===== src/design/ttem_pkg.sv =====
// ttem_pkg: shared types, constants and helper functions for the timestamp text decoder
// used by ttem_front, ttem_queue, ttem_back and timestamp_text_to_epoch_ms_core
package ttem_pkg;

  localparam int MAX_PLAIN_DIGITS_DEF = 13;
  localparam int EPOCH_W     = 54;
  localparam int POS_COUNT   = 14;
  localparam int POS_W       = 9;
  localparam int DT_MIN_LEN  = 19;
  localparam int SEP_INDEX   = 10;
  localparam int QUEUE_DEPTH = 2;

  localparam logic [7:0] CH_ZERO  = 8'd48;
  localparam logic [7:0] CH_NINE  = 8'd57;
  localparam logic [7:0] CH_T     = 8'd84;
  localparam logic [7:0] CH_SPACE = 8'd32;

  typedef enum logic [1:0] {
    FMT_DIGITS   = 2'd0,
    FMT_DATETIME = 2'd1,
    FMT_NONE     = 2'd2,
    FMT_MONTH    = 2'd3
  } fmt_t;

  typedef logic signed [POS_W-1:0] pos_t;

  // one finished text, handed from front to back
  typedef struct packed {
    fmt_t                              kind;
    logic [EPOCH_W-1:0]                plain;
    logic [POS_COUNT-1:0][POS_W-1:0]   pos;
  } rec_t;

  typedef struct packed {
    logic       hit;
    logic [3:0] slot;
  } slot_t;

  typedef enum logic [2:0] {
    BK_IDLE,
    BK_PAIR,
    BK_DATE,
    BK_DAYS,
    BK_SECS,
    BK_MSEC,
    BK_OUT
  } back_state_t;

  // bits needed to hold n decimal digits, at least 4 and capped at the result width
  function automatic int plain_width(input int n);
    longint unsigned v;
    int w;
    v = 1;
    for (int i = 0; i < n; i++) v = v * 10;
    w = $clog2(v);
    if (w > EPOCH_W) w = EPOCH_W;
    if (w < 4) w = 4;
    return w;
  endfunction

  // character index to date digit slot, separators have no slot
  function automatic slot_t slot_of(input logic [4:0] idx);
    slot_t s;
    s.hit  = 1'b1;
    s.slot = 4'd0;
    case (idx)
      5'd0:  s.slot = 4'd0;
      5'd1:  s.slot = 4'd1;
      5'd2:  s.slot = 4'd2;
      5'd3:  s.slot = 4'd3;
      5'd5:  s.slot = 4'd4;
      5'd6:  s.slot = 4'd5;
      5'd8:  s.slot = 4'd6;
      5'd9:  s.slot = 4'd7;
      5'd11: s.slot = 4'd8;
      5'd12: s.slot = 4'd9;
      5'd14: s.slot = 4'd10;
      5'd15: s.slot = 4'd11;
      5'd17: s.slot = 4'd12;
      5'd18: s.slot = 4'd13;
      default: s.hit = 1'b0;
    endcase
    return s;
  endfunction

  // days before the first of the month, month given from zero
  function automatic logic [8:0] cum_days(input logic [3:0] m0);
    logic [8:0] d;
    case (m0)
      4'd0:  d = 9'd0;
      4'd1:  d = 9'd31;
      4'd2:  d = 9'd59;
      4'd3:  d = 9'd90;
      4'd4:  d = 9'd120;
      4'd5:  d = 9'd151;
      4'd6:  d = 9'd181;
      4'd7:  d = 9'd212;
      4'd8:  d = 9'd243;
      4'd9:  d = 9'd273;
      4'd10: d = 9'd304;
      4'd11: d = 9'd334;
      default: d = 9'd0;
    endcase
    return d;
  endfunction

  // two digit positions combined as tens and units
  function automatic logic signed [12:0] pair_val(input pos_t a, input pos_t b);
    logic signed [12:0] ax;
    logic signed [12:0] bx;
    ax = 13'(a);
    bx = 13'(b);
    return ax * 13'sd10 + bx;
  endfunction

endpackage


===== src/design/ttem_front.sv =====
// ttem_front: takes text bytes, keeps the running digit total and date positions,
// and hands one classified record per text to the queue; depends on ttem_pkg
module ttem_front #(
  parameter int MAX_PLAIN_DIGITS = ttem_pkg::MAX_PLAIN_DIGITS_DEF
) (
  input  logic          clk,
  input  logic          rst,
  input  logic          s_tvalid,
  output logic          s_tready,
  input  logic [7:0]    s_tdata,
  input  logic          s_tuser,
  input  logic          s_tlast,
  output ttem_pkg::rec_t rec,
  output logic          rec_valid,
  input  logic          rec_ready
);
  import ttem_pkg::*;

  localparam int DIGIT_W = plain_width(MAX_PLAIN_DIGITS);

  logic [4:0]                      char_count;
  logic                            only_digits;
  logic [DIGIT_W-1:0]              digit_total;
  logic [POS_COUNT-1:0][POS_W-1:0] pos;
  logic                            sep_ok;

  logic [4:0]                      char_count_next;
  logic                            only_digits_next;
  logic [DIGIT_W-1:0]              digit_total_next;
  logic [POS_COUNT-1:0][POS_W-1:0] pos_next;
  logic                            sep_ok_next;

  logic  accept;
  logic  is_digit;
  slot_t slot;

  assign s_tready = rec_ready;
  assign accept   = s_tvalid && s_tready;
  assign is_digit = (s_tdata >= CH_ZERO) && (s_tdata <= CH_NINE);
  assign slot     = slot_of(char_count);

  always_comb begin
    char_count_next  = char_count;
    only_digits_next = only_digits;
    digit_total_next = digit_total;
    pos_next         = pos;
    sep_ok_next      = sep_ok;
    if (s_tuser) begin
      if (!is_digit) begin
        only_digits_next = 1'b0;
      end else if (char_count < 5'(MAX_PLAIN_DIGITS)) begin
        digit_total_next = (digit_total << 3) + (digit_total << 1)
                         + DIGIT_W'(s_tdata[3:0]);
      end
      if (slot.hit) begin
        pos_next[slot.slot] = {1'b0, s_tdata} - 9'd48;
      end
      if (char_count == 5'(SEP_INDEX)) begin
        sep_ok_next = (s_tdata == CH_T) || (s_tdata == CH_SPACE);
      end
      if (char_count != 5'd31) begin
        char_count_next = char_count + 5'd1;
      end
    end
  end

  // classification of the text as it stands after this byte
  always_comb begin
    rec.plain = EPOCH_W'(digit_total_next);
    rec.pos   = pos_next;
    if ((char_count_next != 5'd0) && only_digits_next
        && (char_count_next <= 5'(MAX_PLAIN_DIGITS))) begin
      rec.kind = FMT_DIGITS;
    end else if ((char_count_next >= 5'(DT_MIN_LEN)) && sep_ok_next) begin
      rec.kind = FMT_DATETIME;
    end else begin
      rec.kind = FMT_NONE;
    end
  end

  assign rec_valid = accept && s_tlast;

  always_ff @(posedge clk) begin
    if (rst) begin
      char_count  <= '0;
      only_digits <= 1'b1;
      digit_total <= '0;
      sep_ok      <= 1'b0;
    end else if (accept) begin
      if (s_tlast) begin
        char_count  <= '0;
        only_digits <= 1'b1;
        digit_total <= '0;
        sep_ok      <= 1'b0;
      end else begin
        char_count  <= char_count_next;
        only_digits <= only_digits_next;
        digit_total <= digit_total_next;
        sep_ok      <= sep_ok_next;
      end
    end
  end

  always_ff @(posedge clk) begin
    if (accept) begin
      pos <= pos_next;
    end
  end

endmodule


===== src/design/ttem_queue.sv =====
// ttem_queue: short record queue between the character front and the date back end
// depends on ttem_pkg
module ttem_queue (
  input  logic           clk,
  input  logic           rst,
  input  ttem_pkg::rec_t wr_data,
  input  logic           wr_valid,
  output logic           wr_ready,
  output ttem_pkg::rec_t rd_data,
  output logic           rd_valid,
  input  logic           rd_ready
);
  import ttem_pkg::*;

  localparam int PTR_W = $clog2(QUEUE_DEPTH);

  rec_t             mem [QUEUE_DEPTH];
  logic [PTR_W-1:0] wr_ptr;
  logic [PTR_W-1:0] rd_ptr;
  logic [PTR_W:0]   count;
  logic             push;
  logic             pop;

  assign wr_ready = (count != (PTR_W+1)'(QUEUE_DEPTH));
  assign rd_valid = (count != '0);
  assign push     = wr_valid && wr_ready;
  assign pop      = rd_valid && rd_ready;
  assign rd_data  = mem[rd_ptr];

  always_ff @(posedge clk) begin
    if (push) begin
      mem[wr_ptr] <= wr_data;
    end
  end

  always_ff @(posedge clk) begin
    if (rst) begin
      wr_ptr <= '0;
      rd_ptr <= '0;
      count  <= '0;
    end else begin
      if (push) wr_ptr <= wr_ptr + PTR_W'(1);
      if (pop)  rd_ptr <= rd_ptr + PTR_W'(1);
      case ({push, pop})
        2'b10:   count <= count + (PTR_W+1)'(1);
        2'b01:   count <= count - (PTR_W+1)'(1);
        default: count <= count;
      endcase
    end
  end

endmodule


===== src/design/ttem_back.sv =====
// ttem_back: date and time arithmetic sequencer plus the result output register
// depends on ttem_pkg, fed by ttem_queue
module ttem_back (
  input  logic           clk,
  input  logic           rst,
  input  ttem_pkg::rec_t rd_data,
  input  logic           rd_valid,
  output logic           rd_ready,
  output logic           m_tvalid,
  input  logic           m_tready,
  output logic [55:0]    m_tdata,
  output logic [1:0]     m_tuser
);
  import ttem_pkg::*;

  back_state_t state, state_next;

  rec_t                    work, work_next;
  logic signed [12:0]      pr [7];
  logic signed [12:0]      pr_next [7];
  logic signed [18:0]      year, year_next;
  logic signed [27:0]      days, days_next;
  logic signed [24:0]      tod, tod_next;
  logic signed [45:0]      secs, secs_next;
  logic [EPOCH_W-1:0]      res_ms, res_ms_next;
  fmt_t                    res_st, res_st_next;

  logic [EPOCH_W-1:0]      out_ms;
  fmt_t                    out_st;
  logic                    out_load;

  logic signed [27:0]      yq;
  logic signed [27:0]      yq_adj;
  logic signed [27:0]      div4;
  logic                    leap;
  logic [3:0]              mon0;
  logic signed [55:0]      ms_full;

  always_comb begin
    yq     = 28'(year) - 28'sd1969;
    yq_adj = yq + (yq[27] ? 28'sd3 : 28'sd0);
    div4   = yq_adj >>> 2;
    leap   = (pr[2] > 13'sd2) && (year[1:0] == 2'b00);
    mon0   = pr[2][3:0] - 4'd1;
    ms_full = 56'(secs) * 56'sd1000;
  end

  always_comb begin
    state_next  = state;
    work_next   = work;
    pr_next     = pr;
    year_next   = year;
    days_next   = days;
    tod_next    = tod;
    secs_next   = secs;
    res_ms_next = res_ms;
    res_st_next = res_st;
    rd_ready    = 1'b0;
    out_load    = 1'b0;
    case (state)
      BK_IDLE: begin
        rd_ready = 1'b1;
        if (rd_valid) begin
          work_next   = rd_data;
          res_st_next = rd_data.kind;
          res_ms_next = (rd_data.kind == FMT_DIGITS) ? rd_data.plain : '0;
          state_next  = (rd_data.kind == FMT_DATETIME) ? BK_PAIR : BK_OUT;
        end
      end
      BK_PAIR: begin
        for (int i = 0; i < 7; i++) begin
          pr_next[i] = pair_val(work.pos[2*i], work.pos[2*i+1]);
        end
        state_next = BK_DATE;
      end
      BK_DATE: begin
        year_next = 19'(pr[0]) * 19'sd100 + 19'(pr[1]);
        if ((pr[2] < 13'sd1) || (pr[2] > 13'sd12)) begin
          res_ms_next = '0;
          res_st_next = FMT_MONTH;
          state_next  = BK_OUT;
        end else begin
          state_next = BK_DAYS;
        end
      end
      BK_DAYS: begin
        days_next = (28'(year) - 28'sd1970) * 28'sd365 + div4
                  + $signed({19'b0, cum_days(mon0)}) + 28'(pr[3]) - 28'sd1
                  + (leap ? 28'sd1 : 28'sd0);
        tod_next  = 25'(pr[4]) * 25'sd3600 + 25'(pr[5]) * 25'sd60 + 25'(pr[6]);
        state_next = BK_SECS;
      end
      BK_SECS: begin
        secs_next  = 46'(days) * 46'sd86400 + 46'(tod);
        state_next = BK_MSEC;
      end
      BK_MSEC: begin
        res_ms_next = ms_full[EPOCH_W-1:0];
        res_st_next = FMT_DATETIME;
        state_next  = BK_OUT;
      end
      BK_OUT: begin
        if (!m_tvalid || m_tready) begin
          out_load   = 1'b1;
          state_next = BK_IDLE;
        end
      end
      default: state_next = BK_IDLE;
    endcase
  end

  always_ff @(posedge clk) begin
    if (rst) begin
      state <= BK_IDLE;
    end else begin
      state <= state_next;
    end
  end

  always_ff @(posedge clk) begin
    work   <= work_next;
    pr     <= pr_next;
    year   <= year_next;
    days   <= days_next;
    tod    <= (state == BK_DAYS) ? tod_next : tod;
    secs   <= secs_next;
    res_ms <= res_ms_next;
    res_st <= res_st_next;
  end

  always_ff @(posedge clk) begin
    if (rst) begin
      m_tvalid <= 1'b0;
    end else if (out_load) begin
      m_tvalid <= 1'b1;
    end else if (m_tready) begin
      m_tvalid <= 1'b0;
    end
  end

  always_ff @(posedge clk) begin
    if (out_load) begin
      out_ms <= res_ms;
      out_st <= res_st;
    end
  end

  assign m_tdata = {2'b00, out_ms};
  assign m_tuser = out_st;

endmodule


===== src/design/timestamp_text_to_epoch_ms_core.sv =====
// timestamp_text_to_epoch_ms_core: top level of the timestamp text decoder
// depends on ttem_pkg, ttem_front, ttem_queue and ttem_back
//
// usage:
//   input stream (s_*): one text byte per transfer; s_tdata = char_code,
//   s_tuser = has_char (0 only to end an empty text), s_tlast = end of text
//   output stream (m_*): one result per text; m_tdata[53:0] = epoch_ms
//   (signed milliseconds since 1970), m_tuser = format_status
//   (0 digits, 1 date-time, 2 unrecognized or empty, 3 month out of range)
// throughput: one byte per cycle while s_tready is high; the back end takes a
//   new record only from idle and steps a date-time text through its date
//   sequencer (pairs, year, days, seconds, milliseconds), a month out of range
//   only through pairs and year, so short texts can fill the two-entry record
//   queue and then hold s_tready low
// path: the last byte of a text becomes a record in the queue; the back end
//   takes it when idle and, after its sequencer steps, loads the output register
//   once that register is free (m_tvalid low or m_tready high)
// stalls: the output register holds its result while m_tready is low; the
//   front keeps taking bytes until the queue is full
// reset: rst clears the text state, the queue, the back end state and the output valid
module timestamp_text_to_epoch_ms_core #(
  parameter int MAX_PLAIN_DIGITS = ttem_pkg::MAX_PLAIN_DIGITS_DEF
) (
  input  logic        clk,
  input  logic        rst,
  input  logic        s_tvalid,
  output logic        s_tready,
  input  logic [7:0]  s_tdata,   // char_code[7:0]
  input  logic        s_tuser,   // has_char
  input  logic        s_tlast,   // end_of_text
  output logic        m_tvalid,
  input  logic        m_tready,
  output logic [55:0] m_tdata,   // epoch_ms[53:0], zero pad [55:54]
  output logic [1:0]  m_tuser    // format_status[1:0]
);
  import ttem_pkg::*;

  // records from front to queue
  rec_t front_rec;
  logic front_valid;
  logic front_ready;

  // records from queue to back end
  rec_t queue_rec;
  logic queue_valid;
  logic queue_ready;

  // byte intake, running digit total and date positions
  ttem_front #(
    .MAX_PLAIN_DIGITS(MAX_PLAIN_DIGITS)
  ) u_front (
    .clk       (clk),
    .rst       (rst),
    .s_tvalid  (s_tvalid),
    .s_tready  (s_tready),
    .s_tdata   (s_tdata),
    .s_tuser   (s_tuser),
    .s_tlast   (s_tlast),
    .rec       (front_rec),
    .rec_valid (front_valid),
    .rec_ready (front_ready)
  );

  // decouples the byte stream from the date arithmetic
  ttem_queue u_queue (
    .clk      (clk),
    .rst      (rst),
    .wr_data  (front_rec),
    .wr_valid (front_valid),
    .wr_ready (front_ready),
    .rd_data  (queue_rec),
    .rd_valid (queue_valid),
    .rd_ready (queue_ready)
  );

  // date arithmetic and output register
  ttem_back u_back (
    .clk      (clk),
    .rst      (rst),
    .rd_data  (queue_rec),
    .rd_valid (queue_valid),
    .rd_ready (queue_ready),
    .m_tvalid (m_tvalid),
    .m_tready (m_tready),
    .m_tdata  (m_tdata),
    .m_tuser  (m_tuser)
  );

endmodule

===== config.mk =====
export PLATFORM = sky130hd
export DESIGN_NAME = timestamp_text_to_epoch_ms_core
export DESIGN_NICKNAME = d
export VERILOG_FILES = /design/src/design/ttem_pkg.sv /design/src/design/ttem_front.sv /design/src/design/ttem_queue.sv /design/src/design/ttem_back.sv /design/src/design/timestamp_text_to_epoch_ms_core.sv
export SDC_FILE = /design/constraint.sdc
export NUM_CORES = 2
export LEC_CHECK = 0
export BUFFER_PORTS_ARGS = -buffer_cell sky130_fd_sc_hd__buf_2
export CAP_MARGIN = 30
export CORE_MARGIN = 2
export CORE_UTILIZATION = 50
export CTS_BUF_LIST = sky130_fd_sc_hd__clkbuf_2
export DETAILED_ROUTE_END_ITERATION = 16
export HOLD_SLACK_MARGIN = 0.05
export PLACE_DENSITY = 0.61
export SLEW_MARGIN = 20
export SYNTH_ARGS = -nofsm -noshare
export SYNTH_HDL_FRONTEND = slang
export SYNTH_SLANG_ARGS = --single-unit

===== constraint.sdc =====
create_clock -name clk -period 26.4 [get_ports clk]
set_input_delay 1.32 -clock clk [delete_from_list [all_inputs] [get_ports clk]]
set_output_delay 1.32 -clock clk [all_outputs]
set_load 0.02 [all_outputs]

After elaboration in Yosys (flattened, before gate mapping)
Memories as Yosys holds them, arrays and structs flattened. A register that Yosys moved wholly into a read port is not among the register bits.
Index checks and enable logic that the tools add are counted.

storage, ports and cells
  memories kept = 2
  word-level logic and storage cells = 209
  RAM bits = 344
  input port bits = 14
  bits in read-only memories = 144
  register bits = 632

cells by class
  reductions and logical operators = 27
  muxes and demuxes = 47
  add/subtract/negate cells = 28
  order comparisons = 10
  multipliers = 13
  eq/ne operators = 30

memory list
  name              depth  width  read ports  clocked after memory_dff  wr ports  RTL line          RTL
  u_queue.mem       2      172    1           1                         1         ttem_queue.sv:17  rec_t mem [QUEUE_DEPTH];
  (name not given)  16     9      1           0                         0         ttem_pkg.sv:89    case (m0)

operators by type and width
  operator                  count
  $mux W126                 2
  $mux W44                  4
  $mux W54                  3
  $pmux W54 S3              1
  $bwmux W126               1
  $add A13 B9 Y13           7
  $mul A9 B4 Y12 const B    7
  $pmux W4 S13              1
  $mul A46 B8 Y51 const B   1
  $add A46 B25 Y46          1
  $add A44 B4 Y44           1
  $add A44 B44 Y44          1
  $sub A19 B12 Y20 const B  2
  $mul A28 B11 Y39 const B  1
  $demux W9 S4              1
  $eq A5 B4 Y1 const B      7
  $add A28 B10 Y28          1
  $add A28 B13 Y28          1
  $add A28 B26 Y28          1
  $add A28 B28 Y28          1
  $mul A28 B10 Y28 const B  1
  $sub A28 B2 Y28 const B   1
  $add A25 B13 Y25          1
  $add A25 B25 Y25          1
  other kinds (55)          106

Depth between registers and ports, before layout
  depth in word-level cells = 9
  mapped depth = 36
  gate-level depth less buffers = 35

Cells and area by module
A second synthesis with hierarchy kept.

unflattened totals
  cell total of the unflattened synthesis = 6086
  area, all modules = 72310.6 um^2

modules (own cells, without submodules)
  module      cells each  instances  area each (um^2)  seq. area each (um^2)
  ttem_back   4429        1          47931.0           13503.0
  ttem_queue  590         1          13322.8           11030.6
  ttem_front  1067        1          11056.9           4804.6

Worst setup path before layout
No wires, ideal clock.

  path kind = input to register
  start = input port s_tvalid
  end = memory u_queue.mem[0][0] in the netlist's numbering, enable pin
  library setup time = 705 ps
  stages on the path = 4
  data arrival time = 11810 ps
  data required time = 25695 ps
  slack = 13885 ps
  cells stage by stage = nand2_1 > inv_1 > nand2_1 > nor2_1

on the way
  cells in the longest elaborated chain, start to end = 5

RTL lines
  what                           RTL line                               RTL
  from (decl)                    timestamp_text_to_epoch_ms_core.sv:26  input logic s_tvalid,
  $logic_and A1 B1 Y1            ttem_front.sv:38                       assign accept = s_tvalid && s_tready;
  net u_front.accept             ttem_front.sv:33                       logic accept;
  $logic_and A1 B1 Y1            ttem_front.sv:81                       assign rec_valid = accept && s_tlast;
  $logic_and A1 B1 Y1            ttem_queue.sv:26                       assign push = wr_valid && wr_ready;
  $mux W1                        ttem_queue.sv:31                       if (push) begin
  $mux W1 (not written as such)  ttem_queue.sv:32                       mem[wr_ptr] <= wr_data;
  to (decl)                      ttem_queue.sv:17

The timed path passes the listed nets, and every way through them passes these cells.

Worst setup path in the final report
  start = register u_back.year[1]
  end = register u_back.days[24], data pin

on the way
  cells in the longest elaborated chain, start to end = 8

RTL lines
  what                                                                      RTL line          RTL
  from (decl)                                                               ttem_back.sv:21   logic signed [18:0] year, year_next;
  from (signal assigned)                                                    ttem_back.sv:123  year <= year_next;
  parallel branches: the longest is 7 deep, another holds $mul A28 B10 Y28  -
  $add A28 B28 Y28 *                                                        ttem_back.sv:89   + (leap ? 28'sd1 : 28'sd0);
  to (signal assigned)                                                      ttem_back.sv:124  days <= days_next;
  to (decl)                                                                 ttem_back.sv:22   logic signed [27:0] days, days_next;

Mark *: on every way between the ends.
A chain may end at the register's enable or synchronous reset.

==> metrics.cfg <==
[drt]
vias_per_cell=5.28
via_count=44130
antenna_left=0
routed_wl_mm=143
wl_per_cell_um=17.1
drcViolationCount=0
first_pass_iters=6
first_iter_violations=1920

[timing]
maxSlewViolCount=0
min_period_ps=9380
worstMarginPinSlew_ps=1090
tns_ps=0
post-route-period-util_pct=35.5
hold_viol=0
relSlewSlack_pct=27.3
setup_viol=0
max_freq_mhz=107
timing.final.ws_setup_ps=17020
skew_ps=208
rsz0062_at_grt=no

[min_path]
hold_class=register to register

[clock_network]
clk_pin_slew_ps=90
numCtsBuffers=279
cts_tree=built
h-tree-depth=5
clkLatencyLatePin_ps=1650
ctsLongestPathBuffers=4
cts.sinks=977
cts_root_buf=clkbuf_2
cts_resized=0
postCtsSetupBuffers=0

[synth]
synth.mux.area_fraction_pct=4.13
synth-adder-area-share_pct=28.9
synth_ff_type=edfxtp_1
syn_area_um2=70900
async_reset_ff_share_pct=0
synth_xor_area_share_pct=5.35
synth_top_family_by_area=adder cells
syn-mean-instance-area_um2=11.8
synth_compound_area_share_pct=9.60
synth_cells=6005
synth_cell_type_count=92
yosysSeqAreaShare_pct=40.6
yosys.area_share.simple_pct=6.38
synth_seq_cells=977
synth-edff-count=917
synth_warnings=0

[placement]
routabilityCongestion=0.858
placed_cell_area_um2=73600
placed_cells=7890
dp_hpwl_mm=107
io_buffers=71
post-place-ws_ps=17100

[floorplan]
die-area_um2=145000
die_h_um=380
initial_core_util_pct=50.2
io_pins=74
die_x_um=380
rows=138
core_um2=141000

[grt]
grtUsageTotal_pct=20.0
grt_max_degree=69
antenna_found_initial=3
grt_pass1_wl_mm=234
grt_pass1_vias=45608
gr-total-overflow=0

[critical_path]
cpMaxStageDelayCell=o41ai_1
crit_fanout=8
path_class=register to register
crit_path_start_kind=register
cpPeakStageDelay_ps=650
crit_arrival_ps=10630
end_kind=register
path_buf_inv=6
crit_top_cell=inv_1
crit_family=adder cells
critPathRequiredTime_ps=27650

[layout]
layout_common_cells=917 x edfxtp_1, 848 x ha_1, 829 x inv_1
final_common_cell=edfxtp_1
final_cell_count_no_fill=8361
fillers=12483
drive_gt1_share_pct=12.3
area_growth_pct=7.27
finalNetCount=7646
finish.instance_area_um2=76000

[run]
drv_cap=0

[outcome]
outcome=completed

state kept, by name, summed over array words and instances, names as in the netlist, 5 cells and up, named ones only:
name / flops
u_back.days: 28
u_back.out_ms: 54
u_back.pr: 91
u_back.res_ms: 54
u_back.secs: 46
u_back.tod: 25
u_back.work: 126
u_back.year: 19
u_front.char_count: 5
u_front.digit_total: 44
u_front.pos: 126
u_queue.mem: 344
path summary, 6_finish.rpt:
path / from / to / slack (ps) / cells past startpoint
worst min register to register: u_back.res_ms[42] / u_back.out_ms[42] / 390 / 0
worst max register to register: u_back.year[1] / u_back.days[24] / 17020 / 34
worst min-delay path: u_back.res_ms[42] / u_back.out_ms[42] / 390 / 0
worst max-delay path: u_back.year[1] / u_back.days[24] / 17020 / 34
cell families (layout without fill, tap and decap cells):
| kind of cell | Yosys count | in the layout |
|---|---|---|
| xor gates and xnor gates | 433 | 433 |
| other | 1 | 10 |
| muxes | 267 | 267 |
| DFF | 977 | 977 |
| AOI/OAI and AO/OA | 1061 | 1061 |
| and+or+nand+nor | 976 | 976 |
| adders and majority gates | 1343 | 1343 |
| buffers and inverters | 947 | 1404 |
per-stage QoR:
stage | utilization [%] | hold WS, ps
floorplan | - | 400
global placement | 52.1 | 403
detailed placement | 52.2 | 405
CTS | 53.8 | 69.7
global route | 53.9 | 186
finish | 53.9 | 387
Yosys cell counts (15+ instances only):
library cell,instances,area [µm²]
nor2b_1,45,282
mux2_2,205,2310
a31oi_1,26,163
edfxtp_1,917,27500
o21bai_1,63,473
clkbuf_1,99,372
o21ai_0,248,1240
nor3_1,69,345
ha_1,849,10600
a21o_1,120,901
xnor2_1,324,2840
or3_1,16,100
xor2_1,109,955
nand2_1,300,1130
a21boi_0,26,195
inv_1,830,3120
a211oi_1,17,128
o22ai_1,41,257
fa_1,494,9890
o21a_1,42,315
a22oi_1,39,293
dfxtp_1,60,1200
nor2_1,316,1190
nand2b_1,52,325
a21oi_1,289,1450
and3_1,28,175
nand4_1,15,93.8
mux2i_1,62,621
nand3_1,55,275
layer usage:
layer  GRT usage, %  vias to the layer above  share of wire (%)
li1               -                    21738                  -
met1           26.8                    21409                 46
met2           33.2                      723                 48
met3           3.01                      260                3.4
met4           6.78                        0                2.6
met5              0                        -                  0
what timing repair did:
item / 4_1_cts / 5_1_grt
hold buffers: 3 / 0
endpoints found under the setup margin: 0 / 0
hold endpoints to repair: 4 / 0
cell type report:
cell class	instances	area (µm²)	area share, %
antenna	8	20.0	0.0263
clock buffer	391	1960	2.57
clock inverter	64	344	0.453
inverter	830	3120	4.10
multi-input combinational	4082	38600	50.8
sequential	977	28700	37.8
tap	1890	2360	3.11
timing repair buffer	119	826	1.09
Power is not shown: default switching activity piles up to over one toggle a cycle in this logic, so the estimate is an artifact.
